### config.mk
export PLATFORM = sky130hd
export DESIGN_NAME = combined_lcg_shuffle_prng_core
export DESIGN_NICKNAME = d
export VERILOG_FILES = /design/src/design/clsp_pkg.sv /design/src/design/clsp_modmul.sv /design/src/design/clsp_datapath.sv /design/src/design/clsp_ctrl.sv /design/src/design/combined_lcg_shuffle_prng_core.sv
export SDC_FILE = /design/constraint.sdc
export NUM_CORES = 2
export LEC_CHECK = 0
export BUFFER_PORTS_ARGS = -buffer_cell sky130_fd_sc_hd__buf_2
export CAP_MARGIN = 20
export CORE_MARGIN = 8
export CORE_UTILIZATION = 35
export DETAILED_ROUTE_END_ITERATION = 7
export PLACE_DENSITY = 0.49
export SLEW_MARGIN = 5
export SYNTH_ARGS = -nofsm -noshare
export SYNTH_HDL_FRONTEND = slang
export SYNTH_HIERARCHICAL = 1
export SYNTH_SLANG_ARGS = --single-unit
### constraint.sdc
create_clock -name clk -period 8.95 [get_ports clk]
set_input_delay 0 -clock clk [delete_from_list [all_inputs] [get_ports clk]]
set_output_delay 0 -clock clk [all_outputs]
set_load 0.02 [all_outputs]
### src/design/clsp_pkg.sv
`timescale 1ns / 1ps
// ----------------------------------------------------------------------------
// clsp_pkg: shared types and constants of the combined LCG shuffle generator
// Holds the generator constants, the interface widths and the command word
// that the controller sends to the datapath.
// ----------------------------------------------------------------------------
package clsp_pkg;

    // Width of one generator state word and of one output value.
    localparam int VALUE_W = 31;

    // Interface widths.
    localparam int IN_TDATA_W  = 8;
    localparam int OUT_TDATA_W = 32;
    localparam int APB_DATA_W  = 32;
    localparam int PADDR_W     = 3;

    // Register index as decoded from paddr[2].
    localparam logic REG_SEED = 1'b0;

    // Generator one: x * 40014 mod (2^31 - 85).
    localparam logic [15:0]        MUL_ONE  = 16'd40014;
    localparam logic [VALUE_W-1:0] MOD_ONE  = 31'd2147483563;
    localparam logic [7:0]         FOLD_ONE = 8'd85;

    // Generator two: x * 40692 mod (2^31 - 249).
    localparam logic [15:0]        MUL_TWO  = 16'd40692;
    localparam logic [VALUE_W-1:0] MOD_TWO  = 31'd2147483399;
    localparam logic [7:0]         FOLD_TWO = 8'd249;

    // Output range is 1..WRAP_SPAN.
    localparam logic [31:0] WRAP_SPAN = 32'd2147483562;

    // Reset value of generator two and the saturated seed magnitude.
    localparam logic [VALUE_W-1:0] GEN_TWO_RESET = 31'd123456789;
    localparam logic [VALUE_W-1:0] SEED_MAX      = 31'h7FFF_FFFF;

    // Selects which generator a modular multiply works on.
    typedef enum logic
    {
        GEN_SEL_ONE,
        GEN_SEL_TWO
    } gen_sel_t;

    // Command word from the controller to the datapath.
    typedef struct packed
    {
        logic     issue;       // start a modular multiply step
        gen_sel_t issue_sel;   // generator for that step
        logic     slot_mul;    // start the slot reciprocal multiply
        logic     slot_read;   // read the shuffle table at the slot
        logic     init_load;   // load both generators from the seed
        logic     init_store;  // write the returning step into the table
        logic     init_last;   // last fill step: it also becomes last_out
        logic     finish;      // form the result, refill the slot
    } clsp_cmd_t;

endpackage

### src/design/clsp_modmul.sv
`timescale 1ns / 1ps
// ----------------------------------------------------------------------------
// clsp_modmul: pipelined modular multiplier shared by both generators
// Three stages: multiply by the generator constant, fold the bits above
// 2^31 back in (2^31 is congruent to 85 or 249), then one conditional
// subtract of the modulus. The generator select travels with the word.
// ----------------------------------------------------------------------------
module clsp_modmul
(
    input  logic                          clk,
    input  logic                          rst_n,
    input  logic                          in_valid,
    input  clsp_pkg::gen_sel_t            in_sel,
    input  logic [clsp_pkg::VALUE_W-1:0]  in_x,
    output logic                          out_valid,
    output clsp_pkg::gen_sel_t            out_sel,
    output logic [clsp_pkg::VALUE_W-1:0]  out_value
);
    import clsp_pkg::*;

    localparam int PROD_W = VALUE_W + 16;
    localparam int FOLD_W = VALUE_W + 1;

    logic                s1_valid_reg;
    gen_sel_t            s1_sel_reg;
    logic [PROD_W-1:0]   s1_prod_reg;
    logic [PROD_W-1:0]   s1_prod_next;
    logic                s2_valid_reg;
    gen_sel_t            s2_sel_reg;
    logic [FOLD_W-1:0]   s2_fold_reg;
    logic [FOLD_W-1:0]   s2_fold_next;
    logic [15:0]         mul_k;
    logic [7:0]          fold_k;
    logic [23:0]         fold_term;
    logic [VALUE_W-1:0]  mod_k;

    // Stage one: product of the state word and the generator multiplier.
    always_comb
    begin
        mul_k        = (in_sel == GEN_SEL_ONE) ? MUL_ONE : MUL_TWO;
        s1_prod_next = PROD_W'(in_x) * PROD_W'(mul_k);
    end

    // Stage two: high part times (2^31 mod m) added to the low part.
    always_comb
    begin
        fold_k       = (s1_sel_reg == GEN_SEL_ONE) ? FOLD_ONE : FOLD_TWO;
        fold_term    = 24'(s1_prod_reg[PROD_W-1:VALUE_W]) * 24'(fold_k);
        s2_fold_next = FOLD_W'(s1_prod_reg[VALUE_W-1:0]) + FOLD_W'(fold_term);
    end

    // Stage three: the folded sum is below twice the modulus.
    always_comb
    begin
        mod_k = (s2_sel_reg == GEN_SEL_ONE) ? MOD_ONE : MOD_TWO;
        if (s2_fold_reg >= FOLD_W'(mod_k))
        begin
            out_value = VALUE_W'(s2_fold_reg - FOLD_W'(mod_k));
        end
        else
        begin
            out_value = s2_fold_reg[VALUE_W-1:0];
        end
    end

    assign out_valid = s2_valid_reg;
    assign out_sel   = s2_sel_reg;

    // Stage valid flags.
    always_ff @(posedge clk or negedge rst_n)
    begin
        if (!rst_n)
        begin
            s1_valid_reg <= 1'b0;
            s2_valid_reg <= 1'b0;
        end
        else
        begin
            s1_valid_reg <= in_valid;
            s2_valid_reg <= s1_valid_reg;
        end
    end

    // Stage payload.
    always_ff @(posedge clk)
    begin
        s1_sel_reg  <= in_sel;
        s1_prod_reg <= s1_prod_next;
        s2_sel_reg  <= s1_sel_reg;
        s2_fold_reg <= s2_fold_next;
    end

endmodule

### src/design/clsp_datapath.sv
`timescale 1ns / 1ps
// ----------------------------------------------------------------------------
// clsp_datapath: generator state, shuffle table and result logic
// Holds both generator words, the last output, the shuffle table memory,
// the slot divider (reciprocal multiply) and the output value register.
// ----------------------------------------------------------------------------
module clsp_datapath
#(
    parameter int TABLE_DEPTH = 32,
    parameter int CNT_W       = 6
)
(
    input  logic                          clk,
    input  logic                          rst_n,
    input  logic [31:0]                   seed,
    input  clsp_pkg::clsp_cmd_t           cmd,
    input  logic [CNT_W-1:0]              init_idx,
    output logic [clsp_pkg::VALUE_W-1:0]  value,
    output logic                          last_zero
);
    import clsp_pkg::*;

    // Slot = last_out / SLOT_DIV, done as a multiply by a rounded-up
    // reciprocal; the error term stays below one for any 31-bit input.
    localparam longint SLOT_DIV = 1 + (2147483563 - 1) / TABLE_DEPTH;
    localparam int     RECIP_K  = VALUE_W + $clog2(SLOT_DIV);
    localparam longint RECIP    = ((64'sd1 <<< RECIP_K) + SLOT_DIV - 1) / SLOT_DIV;
    localparam logic [32:0] RECIP_C = 33'(RECIP);
    localparam int     QW       = $clog2(TABLE_DEPTH + 1);
    localparam int     AW       = $clog2(TABLE_DEPTH);

    logic [VALUE_W-1:0]  gen_one_reg;
    logic [VALUE_W-1:0]  gen_one_next;
    logic [VALUE_W-1:0]  gen_two_reg;
    logic [VALUE_W-1:0]  gen_two_next;
    logic [VALUE_W-1:0]  last_out_reg;
    logic [VALUE_W-1:0]  last_out_next;
    logic [63:0]         slot_prod_reg;
    logic [AW-1:0]       slot_reg;
    logic [VALUE_W-1:0]  picked_reg;
    logic [VALUE_W-1:0]  value_reg;
    logic [VALUE_W-1:0]  shuf_mem [TABLE_DEPTH];

    logic [31:0]         seed_abs;
    logic [VALUE_W-1:0]  seed_mag;
    logic                mm_valid;
    gen_sel_t            mm_sel;
    logic [VALUE_W-1:0]  mm_value;
    logic [VALUE_W-1:0]  mm_x;
    logic [QW-1:0]       slot_quot;
    logic [AW-1:0]       slot;
    logic [31:0]         diff_direct;
    logic [31:0]         diff_wrap;
    logic [VALUE_W-1:0]  result;
    logic                mem_we;
    logic [AW-1:0]       mem_waddr;
    logic [VALUE_W-1:0]  mem_wdata;

    // Seed magnitude: negate negatives, saturate 2^31, replace zero by one.
    always_comb
    begin
        seed_abs = seed[31] ? (~seed + 32'd1) : seed;
        if (seed_abs[31])
        begin
            seed_mag = SEED_MAX;
        end
        else if (seed_abs[VALUE_W-1:0] == '0)
        begin
            seed_mag = VALUE_W'(1);
        end
        else
        begin
            seed_mag = seed_abs[VALUE_W-1:0];
        end
    end

    // Shared modular multiplier for both generators.
    assign mm_x = (cmd.issue_sel == GEN_SEL_ONE) ? gen_one_reg : gen_two_reg;

    clsp_modmul u_modmul
    (
        .clk       (clk),
        .rst_n     (rst_n),
        .in_valid  (cmd.issue),
        .in_sel    (cmd.issue_sel),
        .in_x      (mm_x),
        .out_valid (mm_valid),
        .out_sel   (mm_sel),
        .out_value (mm_value)
    );

    // Slot index from the registered reciprocal product, clamped to the table.
    always_comb
    begin
        slot_quot = QW'(slot_prod_reg >> RECIP_K);
        if (slot_quot >= QW'(TABLE_DEPTH))
        begin
            slot = AW'(TABLE_DEPTH - 1);
        end
        else
        begin
            slot = slot_quot[AW-1:0];
        end
    end

    // Picked entry minus generator two, wrapped into 1..WRAP_SPAN.
    always_comb
    begin
        diff_direct = {1'b0, picked_reg} - {1'b0, gen_two_reg};
        diff_wrap   = {1'b0, picked_reg} + WRAP_SPAN - {1'b0, gen_two_reg};
        if (picked_reg > gen_two_reg)
        begin
            result = diff_direct[VALUE_W-1:0];
        end
        else
        begin
            result = diff_wrap[VALUE_W-1:0];
        end
    end

    // Next values of the generator words and of the last output.
    always_comb
    begin
        gen_one_next  = gen_one_reg;
        gen_two_next  = gen_two_reg;
        last_out_next = last_out_reg;
        if (cmd.init_load)
        begin
            gen_one_next = seed_mag;
            gen_two_next = seed_mag;
        end
        else if (mm_valid)
        begin
            if (mm_sel == GEN_SEL_ONE)
            begin
                gen_one_next = mm_value;
            end
            else
            begin
                gen_two_next = mm_value;
            end
        end
        if (cmd.init_last)
        begin
            last_out_next = mm_value;
        end
        else if (cmd.finish)
        begin
            last_out_next = result;
        end
    end

    // Table write port: fill during initialization, refill after a draw.
    always_comb
    begin
        mem_we    = cmd.init_store || cmd.finish;
        mem_waddr = cmd.init_store ? init_idx[AW-1:0] : slot_reg;
        mem_wdata = cmd.init_store ? mm_value : gen_one_reg;
    end

    // Generator and last-output state.
    always_ff @(posedge clk or negedge rst_n)
    begin
        if (!rst_n)
        begin
            gen_one_reg  <= '0;
            gen_two_reg  <= GEN_TWO_RESET;
            last_out_reg <= '0;
        end
        else
        begin
            gen_one_reg  <= gen_one_next;
            gen_two_reg  <= gen_two_next;
            last_out_reg <= last_out_next;
        end
    end

    // Reciprocal product, slot and output value.
    always_ff @(posedge clk)
    begin
        if (cmd.slot_mul)
        begin
            slot_prod_reg <= {33'd0, last_out_reg} * {31'd0, RECIP_C};
        end
        if (cmd.slot_read)
        begin
            slot_reg <= slot;
        end
        if (cmd.finish)
        begin
            value_reg <= result;
        end
    end

    // Shuffle table memory with registered read data.
    always_ff @(posedge clk)
    begin
        if (mem_we)
        begin
            shuf_mem[mem_waddr] <= mem_wdata;
        end
        if (cmd.slot_read)
        begin
            picked_reg <= shuf_mem[slot];
        end
    end

    assign value     = value_reg;
    assign last_zero = (last_out_reg == '0);

endmodule

### src/design/clsp_ctrl.sv
`timescale 1ns / 1ps
// ----------------------------------------------------------------------------
// clsp_ctrl: sequencer of the combined LCG shuffle generator
// Accepts draw requests, runs the initialization sweep when needed, steps
// the datapath through a draw and owns the output valid flag.
// ----------------------------------------------------------------------------
module clsp_ctrl
#(
    parameter int TABLE_DEPTH  = 32,
    parameter int WARMUP_STEPS = 8,
    parameter int CNT_W        = 6
)
(
    input  logic                 clk,
    input  logic                 rst_n,
    input  logic                 s_tvalid,
    input  logic                 reseed,
    input  logic                 m_tready,
    input  logic                 last_zero,
    output logic                 s_tready,
    output logic                 m_tvalid,
    output clsp_pkg::clsp_cmd_t  cmd,
    output logic [CNT_W-1:0]     init_idx
);
    import clsp_pkg::*;

    localparam logic [CNT_W-1:0] CNT_START = CNT_W'(TABLE_DEPTH + WARMUP_STEPS - 1);

    typedef enum logic [3:0]
    {
        ST_IDLE,
        ST_INIT_LOAD,
        ST_INIT_ISSUE,
        ST_INIT_W1,
        ST_INIT_W2,
        ST_DRAW_START,
        ST_DRAW_ISSUE,
        ST_DRAW_W1,
        ST_DRAW_W2,
        ST_FINISH
    } state_t;

    state_t            state_reg;
    state_t            state_next;
    logic [CNT_W-1:0]  cnt_reg;
    logic [CNT_W-1:0]  cnt_next;
    logic              out_valid_reg;
    logic              out_valid_next;
    logic              accept;
    logic              fill_step;

    assign accept    = s_tvalid && (state_reg == ST_IDLE);
    assign fill_step = ({{(32-CNT_W){1'b0}}, cnt_reg} < 32'(TABLE_DEPTH));

    // Next state and commands.
    always_comb
    begin
        state_next     = state_reg;
        cnt_next       = cnt_reg;
        out_valid_next = out_valid_reg;
        cmd            = '0;
        if (m_tready)
        begin
            out_valid_next = 1'b0;
        end
        case (state_reg)
            ST_IDLE:
            begin
                if (accept)
                begin
                    if (reseed || last_zero)
                    begin
                        state_next = ST_INIT_LOAD;
                    end
                    else
                    begin
                        // Start generator two and the slot divide right away.
                        cmd.issue     = 1'b1;
                        cmd.issue_sel = GEN_SEL_TWO;
                        cmd.slot_mul  = 1'b1;
                        state_next    = ST_DRAW_ISSUE;
                    end
                end
            end
            ST_INIT_LOAD:
            begin
                cmd.init_load = 1'b1;
                cnt_next      = CNT_START;
                state_next    = ST_INIT_ISSUE;
            end
            ST_INIT_ISSUE:
            begin
                cmd.issue     = 1'b1;
                cmd.issue_sel = GEN_SEL_ONE;
                state_next    = ST_INIT_W1;
            end
            ST_INIT_W1:
            begin
                state_next = ST_INIT_W2;
            end
            ST_INIT_W2:
            begin
                // The step returns now; warm-up steps are not stored.
                cmd.init_store = fill_step;
                if (cnt_reg == '0)
                begin
                    cmd.init_last = 1'b1;
                    state_next    = ST_DRAW_START;
                end
                else
                begin
                    cnt_next   = cnt_reg - CNT_W'(1);
                    state_next = ST_INIT_ISSUE;
                end
            end
            ST_DRAW_START:
            begin
                cmd.issue     = 1'b1;
                cmd.issue_sel = GEN_SEL_TWO;
                cmd.slot_mul  = 1'b1;
                state_next    = ST_DRAW_ISSUE;
            end
            ST_DRAW_ISSUE:
            begin
                cmd.issue     = 1'b1;
                cmd.issue_sel = GEN_SEL_ONE;
                cmd.slot_read = 1'b1;
                state_next    = ST_DRAW_W1;
            end
            ST_DRAW_W1:
            begin
                state_next = ST_DRAW_W2;
            end
            ST_DRAW_W2:
            begin
                state_next = ST_FINISH;
            end
            ST_FINISH:
            begin
                // Commit only when the output register is free.
                if (!out_valid_reg || m_tready)
                begin
                    cmd.finish     = 1'b1;
                    out_valid_next = 1'b1;
                    state_next     = ST_IDLE;
                end
            end
            default:
            begin
                state_next = ST_IDLE;
            end
        endcase
    end

    // State, counter and output valid.
    always_ff @(posedge clk or negedge rst_n)
    begin
        if (!rst_n)
        begin
            state_reg     <= ST_IDLE;
            cnt_reg       <= '0;
            out_valid_reg <= 1'b0;
        end
        else
        begin
            state_reg     <= state_next;
            cnt_reg       <= cnt_next;
            out_valid_reg <= out_valid_next;
        end
    end

    assign s_tready = (state_reg == ST_IDLE);
    assign m_tvalid = out_valid_reg;
    assign init_idx = cnt_reg;

endmodule

### src/design/combined_lcg_shuffle_prng_core.sv
`timescale 1ns / 1ps
// ----------------------------------------------------------------------------
// combined_lcg_shuffle_prng_core: combined LCG with a shuffle table
// Two multiplicative congruential generators combined through a
// Bays-Durham shuffle table, with an APB seed register.
//
//   Channel   Dir   Contents                          Handshake
//   s_*       in    draw request: reseed flag         tvalid / tready
//   m_*       out   random value 1..2147483562        tvalid / tready
//   APB       in    seed register at address 0        psel/penable, pready=1
//
// A plain draw starts generator two and the slot multiply on acceptance,
// then generator one and the registered table read, and loads the output
// register once the pipelined modular multiplier shared by both generators
// has returned both steps; the next request is taken only after that. An
// initialization runs TABLE_DEPTH+WARMUP_STEPS generator-one steps, each
// waiting for the one before it. Reset clears the control state; the first
// draw initializes. A new request is accepted while a finished value waits
// on m_*; a stalled output holds the next draw in its final step.
// ----------------------------------------------------------------------------
module combined_lcg_shuffle_prng_core
#(
    parameter int TABLE_DEPTH  = 32,
    parameter int WARMUP_STEPS = 8
)
(
    input  logic                               clk,
    input  logic                               rst_n,
    // s_tdata: [0] reseed, [7:1] zero
    input  logic                               s_tvalid,
    output logic                               s_tready,
    input  logic [clsp_pkg::IN_TDATA_W-1:0]    s_tdata,
    // m_tdata: [30:0] value, [31] zero
    output logic                               m_tvalid,
    input  logic                               m_tready,
    output logic [clsp_pkg::OUT_TDATA_W-1:0]   m_tdata,
    input  logic                               psel,
    input  logic                               penable,
    input  logic                               pwrite,
    input  logic [clsp_pkg::PADDR_W-1:0]       paddr,
    input  logic [clsp_pkg::APB_DATA_W-1:0]    pwdata,
    output logic [clsp_pkg::APB_DATA_W-1:0]    prdata,
    output logic                               pready
);
    import clsp_pkg::*;

    localparam int CNT_W = $clog2(TABLE_DEPTH + WARMUP_STEPS);

    logic [APB_DATA_W-1:0]  seed_reg;
    logic                   seed_we;
    clsp_cmd_t              cmd;
    logic [CNT_W-1:0]       init_idx;
    logic                   last_zero;
    logic [VALUE_W-1:0]     value;

    // Seed register on the APB port.
    assign pready  = 1'b1;
    assign seed_we = psel && penable && pwrite && pready && (paddr[2] == REG_SEED);
    assign prdata  = (paddr[2] == REG_SEED) ? seed_reg : '0;

    always_ff @(posedge clk or negedge rst_n)
    begin
        if (!rst_n)
        begin
            seed_reg <= 32'd1;
        end
        else if (seed_we)
        begin
            seed_reg <= pwdata;
        end
    end

    clsp_ctrl
    #(
        .TABLE_DEPTH  (TABLE_DEPTH),
        .WARMUP_STEPS (WARMUP_STEPS),
        .CNT_W        (CNT_W)
    )
    u_ctrl
    (
        .clk       (clk),
        .rst_n     (rst_n),
        .s_tvalid  (s_tvalid),
        .reseed    (s_tdata[0]),
        .m_tready  (m_tready),
        .last_zero (last_zero),
        .s_tready  (s_tready),
        .m_tvalid  (m_tvalid),
        .cmd       (cmd),
        .init_idx  (init_idx)
    );

    clsp_datapath
    #(
        .TABLE_DEPTH (TABLE_DEPTH),
        .CNT_W       (CNT_W)
    )
    u_datapath
    (
        .clk       (clk),
        .rst_n     (rst_n),
        .seed      (seed_reg),
        .cmd       (cmd),
        .init_idx  (init_idx),
        .value     (value),
        .last_zero (last_zero)
    );

    assign m_tdata = {1'b0, value};

endmodule

### After elaboration in Yosys (flattened, before gate mapping)

Memories as Yosys holds them, arrays and structs flattened. A register that Yosys moved wholly into a read port is not among the register bits.
Index checks and enable logic that the tools add are counted.

* add/sub/neg operators: 7
* multipliers: 3
* $lt $le $gt $ge: 4
* equality and inequality tests: 13
* mux-type cells: 43
* bitwise operators: 2
* reduce and logical (&&, ||, !) cells: 21

Operators with widths (number)
* 31-bit two-way mux: 14
* 31-bit subtractor: 3
* 32-bit two-way mux: 2
* 31-bit by 32-bit multiplier with 63-bit output, second input constant: 1
* 31-bit logical NOT: 2
* 31-bit by 16-bit multiplier with 47-bit output: 1
* 4-bit one-hot mux with 10 select lines: 1
* 31-bit by 24-bit adder with 32-bit output: 1
* 32-bit by 1-bit adder with 32-bit output, second input constant: 1
* 32-bit by 31-bit >= comparator with 1-bit output: 1
* 32-bit inverter: 1
* 31-bit adder, second input constant: 1
* 31-bit > comparator: 1
* 16-bit by 8-bit multiplier with 24-bit output: 1
* 4-bit by 3-bit equality test with 1-bit output, second input constant: 4
* 8-bit two-way mux: 2
* 3-bit two-way mux: 4
* 6-bit one-hot mux with 2 select lines: 1
* 1-bit two-way mux: 10
* 10-bit two-way mux: 1
* 5-bit two-way mux: 2
* 4-bit by 2-bit equality test with 1-bit output, second input constant: 2
* 4-bit equality test, second input constant: 2
* 4-bit two-way mux: 2
* 19 further kinds: 32

* flip-flop bits (word level): 318
* memory bits (writable): 992
* bits of input ports: 50
* output and inout bits: 67
* logic and storage cells: 110
* memories: 1

Memory list
* u_datapath.shuf_mem: depth 32, width 31, read ports 1, clocked after Yosys merged registers in 1, wr ports 1, RTL line clsp_datapath.sv:42 `logic [VALUE_W-1:0] shuf_mem [TABLE_DEPTH];`

### Depth between registers and ports, before layout

* depth in word-level cells: 7
* depth in mapped cells: 33
* gate-level depth less buffers: 31

### By module

Netlist, hierarchy kept.

Modules (own cells, without submodules)
* clsp_datapath: instances 1, cells an instance 3454, area an instance 52925.8 sq um, seq. area each 34327.9 sq um
* clsp_modmul: instances 1, cells an instance 1899, area an instance 18201.2 sq um, seq. area each 1651.6 sq um
* combined_lcg_shuffle_prng_core: instances 1, cells an instance 107, area an instance 1566.5 sq um, seq. area each 802.0 sq um
* clsp_ctrl: instances 1, cells an instance 86, area an instance 767.0 sq um, seq. area each 275.3 sq um

### Worst setup path after synthesis

Ideal clock, no wire load.

* path kind: register to register
* start: reg u_datapath.last_out_reg[26]
* end: reg u_datapath.u_modmul.s1_prod_reg[41]
* setup time: 0.133 ns
* arrival: 7.767 ns
* required time: 8.817 ns
* slack: 1.049 ns
* stages on the path, launching flop included: 30
* path buffers: 2
* period minus slack after synthesis: 7.901 ns
* path through: dfrtp_1 > nor4_1 > nand4_1 > nor2_1 > nor4b_1 > nand2b_1 > a211oi_1 > buf_1 > mux2_2 > clkbuf_1 > inv_1 > fa_1 > fa_1 > inv_1 > fa_1 > fa_1 > fa_1 > inv_1 > fa_1 > inv_1 > ha_1 > a21o_2 > a221o_1 > a21o_1 > a31oi_4 > o21ai_2 > a31o_2 > a211oi_2 > o311ai_1 > xor2_1

RTL lines
* from (decl): RTL line clsp_datapath.sv:36 `logic [VALUE_W-1:0] last_out_reg;`
* from (signal assigned): RTL line clsp_datapath.sv:174 `last_out_reg <= last_out_next;`
* to (signal assigned): RTL line clsp_modmul.sv:88 `s1_prod_reg <= s1_prod_next;`
* to (decl): RTL line clsp_modmul.sv:26 `logic [PROD_W-1:0] s1_prod_reg;`

==> results by group <==
Cells and area
  – Most frequent cells in the layout: edfxtp_1, inv_1, ha_1, nand2_1, fa_1
  – Largest register FFs: 992
  – Final net count: 6665
  – Commonest non-fill, non-tap cell in the layout: edfxtp_1
  – Synth-to-layout area growth: 13.3%
  – Layout cells sized above 1: 16.0%
  – Layout fillers: 19640

Die
  – Core box area: between 200000 and 250000 sq um
  – Ports: roughly 120
  – Die Area: 225000 sq um
  – # rows: 168
  – Starting Density: 35.1%
  – Die X: 474 um
  – Die H: 474 um

Logic synthesis
  – Xor/xnor share of the synthesized area: roughly 2.2%
  – Synth Area in Adders: 18.4%
  – Avg Synthesized Cell Area: 13.2 sq um
  – Synthesis Warnings: 6
  – Fraction of registers with async set/reset: 10.8%
  – Synth Register Bits: between 1000 and 1500
  – EDFF count, synth: 1065
  – Largest family of logic cells by synthesized area: adder cells
  – Netlist Area Pre-Place: 73500 sq um
  – Synth Area in Compound Gates: roughly 6.3%
  – Mux share of post-synthesis cell area: 11.5%
  – Synth Flop Type: edfxtp_1
  – Yosys cell types: roughly 100
  – Sequential area share after synthesis: 50.4%
  – Mapped Cells: around 5500
  – Syn_nets: 6445
  – Simple-Gate Fraction of Synth Area: 6.35%

Setup path
  – Worst-path fanout max: 31
  – Critical path arrival: 9.15 ns
  – Endpoint class of the critical path: flip-flop
  – CP Buf/Inv Count: 6
  – Cells on worst reg2reg path: 30
  – Slowest stage delay, CP: between 0.5 and 0.6 ns
  – Slowest CP cell: fa_1
  – Reg2Reg Setup Slack: between 0.5 and 0.6 ns
  – Critical path launch point type: flip-flop
  – R2R Path End: u_datapath/u_modmul/s1_prod_reg[46]
  – Reg2reg start: u_datapath/last_out_reg[20]
  – Top cell by count, worst path: fa_1
  – CP delay by family, top: adder cells
  – Crit path required time: 9.66 ns
  – Worst Setup Path Type: reg2reg

CTS
  – CTS Sinks: ~1300
  – Inserted Clock Buffers: around 140
  – Clock latency at the later pin of the worst-skew pair: 0.78 ns
  – CTS max path bufs: 3
  – Clk pin slew, worst setup/hold paths: 0.07 ns
  – TritonCTS clock tree: yes
  – Clock root cell: clkbuf_16
  – Post-CTS Setup Inserts: 0
  – H-tree depth: 4

Timing
  – Final Hold Viols: 0
  – Min cycle time layout: 8.44 ns
  – Skew final: roughly 0.048 ns
  – Count of final max-slew check failures: 0
  – Unrepaired setup endpoints after global routing: false
  – Slew Limit Headroom: 25.2%
  – Slew @ Worst Pin: 1.11 ns
  – Setup TNS: 0 ns
  – Period utilization: 94.3%
  – FMAX: 118 MHz
  – Final setup violation count: 0

Placement
  – Port Buf Inserts: between 100 and 150
  – Hpwl dp: 139000 um
  – GPL Wtd Cong: 0.876

Global route
  – Largest net degree at the start of global routing: 128
  – First-pass GRT wire length: 301000 um
  – GRT Util Overall: 17.8%
  – Met2 Use GR: between 20 and 30%
  – Busiest layer in global routing: met2
  – Remaining global-route overflow: 0
  – Met1 Use GR: 25.2%
  – Global Route met3 Usage: 2.30%
  – Vias in the first global route: 45038
  – Antenna violations before repair: 16

Detailed routing
  – Detail Route Antenna Nets: 0
  – Routed via count: between 40000 and 50000
  – Post-Route WL: a little over 200000 um
  – Post-DR wirelength/cell: approximately 23 um
  – DR pass1 iterations: 5
  – DR iter-0 viols: ~3100
  – Residual DRC count: 0
  – Post-DR vias/cell: 5.09

Min path
  – Hold Path Origin: pwrite
  – Cells on Worst Hold Path: 3
  – Hold Path Sink: seed_reg[17]
  – Worst hold-check path type: in2reg

Outcome
  – Outcome: completed

Flow run
  – Maxcap violations: 0
-- worst register-to-register path, delay by kind of cell, from the launching register on --
family	cells	cell delay [ns]
compound gates	6	1.49
simple gates	10	2.07
flops	1	0.51
mux	1	0.56
buf+inv	6	0.51
fa+ha+maj	7	3.22
-- area by class of cell --
class / count / area [sq um] / share of cell area, %
clock inverters: 73 / 768 / 0.923
flip-flops and latches: 1283 / 37100 / 44.5
repair buffers: 285 / 2180 / 2.62
diodes: 6 / 15.0 / 0.0180
multi-input cells: 3342 / 33200 / 39.9
inverters: 712 / 2670 / 3.21
clock buffers: 184 / 3800 / 4.57
well taps: 2805 / 3510 / 4.22
-- routing by layer --
layer | wire (um) | up-vias
met1 | 93200 | 22759
met2 | 95200 | 1022
li1 | - | 20160
met5 | 0 | -
met4 | 5110 | 0
met3 | 9690 | 249
-- synth_stat cells (8+ instances only) --
cell type | number | area, sq um
o21bai_1 | 22 | 165
a211oi_1 | 14 | 105
nand4_1 | 27 | 169
o211ai_1 | 11 | 82.6
or3_1 | 12 | 75.1
xnor2_1 | 126 | 1100
o21ai_0 | 262 | 1310
nand2b_1 | 50 | 313
a31oi_1 | 17 | 106
a21oi_1 | 159 | 796
nor2_1 | 160 | 601
xor2_1 | 61 | 534
a21o_1 | 67 | 503
dfxtp_1 | 80 | 1600
o31a_1 | 8 | 70.1
o21ai_1 | 17 | 85.1
dfrtp_1 | 121 | 3030
nor4_1 | 19 | 119
mux2i_1 | 149 | 1490
edfxtp_1 | 1065 | 32000
nand2_1 | 466 | 1750
o21a_1 | 16 | 120
dfstp_2 | 17 | 447
o31ai_1 | 25 | 188
clkbuf_1 | 160 | 601
a31o_2 | 8 | 70.1
and3_1 | 25 | 156
inv_1 | 712 | 2670
ha_1 | 468 | 5860
buf_1 | 37 | 139
nor2b_1 | 64 | 400
nand3_1 | 61 | 305
mux4_2 | 186 | 4190
nor3_1 | 25 | 125
o22ai_1 | 23 | 144
mux2_4 | 30 | 450
mux2_2 | 204 | 2300
fa_1 | 381 | 7630
and2_1 | 35 | 219
-- how the worst max path moves through the flow --
stage / startpoint / end / cells after the start
after floorplan: u_datapath/last_out_reg[26] / u_datapath/u_modmul/s1_prod_reg[41] / 29
final: u_datapath/last_out_reg[20] / u_datapath/u_modmul/s1_prod_reg[46] / 30
after detailed placement: u_datapath/last_out_reg[22] / u_datapath/u_modmul/s1_prod_reg[46] / 30
after global routing: u_datapath/last_out_reg[20] / u_datapath/u_modmul/s1_prod_reg[46] / 30
after CTS: u_datapath/last_out_reg[22] / u_datapath/u_modmul/s1_prod_reg[46] / 30
after global placement: u_datapath/last_out_reg[22] / u_datapath/u_modmul/s1_prod_reg[46] / 30
-- repair_timing --
item | 4_1_cts | 5_1_grt
setup endpoints to repair | 0 | 2
hold buffers | 71 | 0
gates resized for setup | 0 | 3
endpoints found under the hold margin | 119 | 0
-- kinds of logic (layout without fill, tap and decap cells) --
family	after synthesis	count (layout)
compound gates	740	740
xor+xnor	187	187
fa+ha+maj	849	849
buf+inv	921	1254
flops	1283	1283
mux	570	570
other cells	3	9
simple gates	993	993
-- per-stage QoR --
| step | util, % | instance area (sq um) | std cells | hold WS (ns) | setup slack [ns] |
|---|---|---|---|---|---|
| final | 39.8 | 83200 | 8690 | 0.133 | 0.510 |
| after global routing | 39.8 | 83200 | 8684 | 0.137 | 0.0572 |
| after CTS | 39.8 | 83200 | 8683 | 0.0852 | 0.317 |
| after detailed placement | 37.2 | 77900 | 8355 | 0.101 | 0.324 |
| after global placement | 37.2 | 77900 | 8355 | 0.0969 | 0.310 |
| after floorplan | - | 73500 | 5546 | -0.296 | 1.05 |
Power is not shown: default switching activity piles up to over one toggle a cycle in this logic, so the estimate is an artifact.
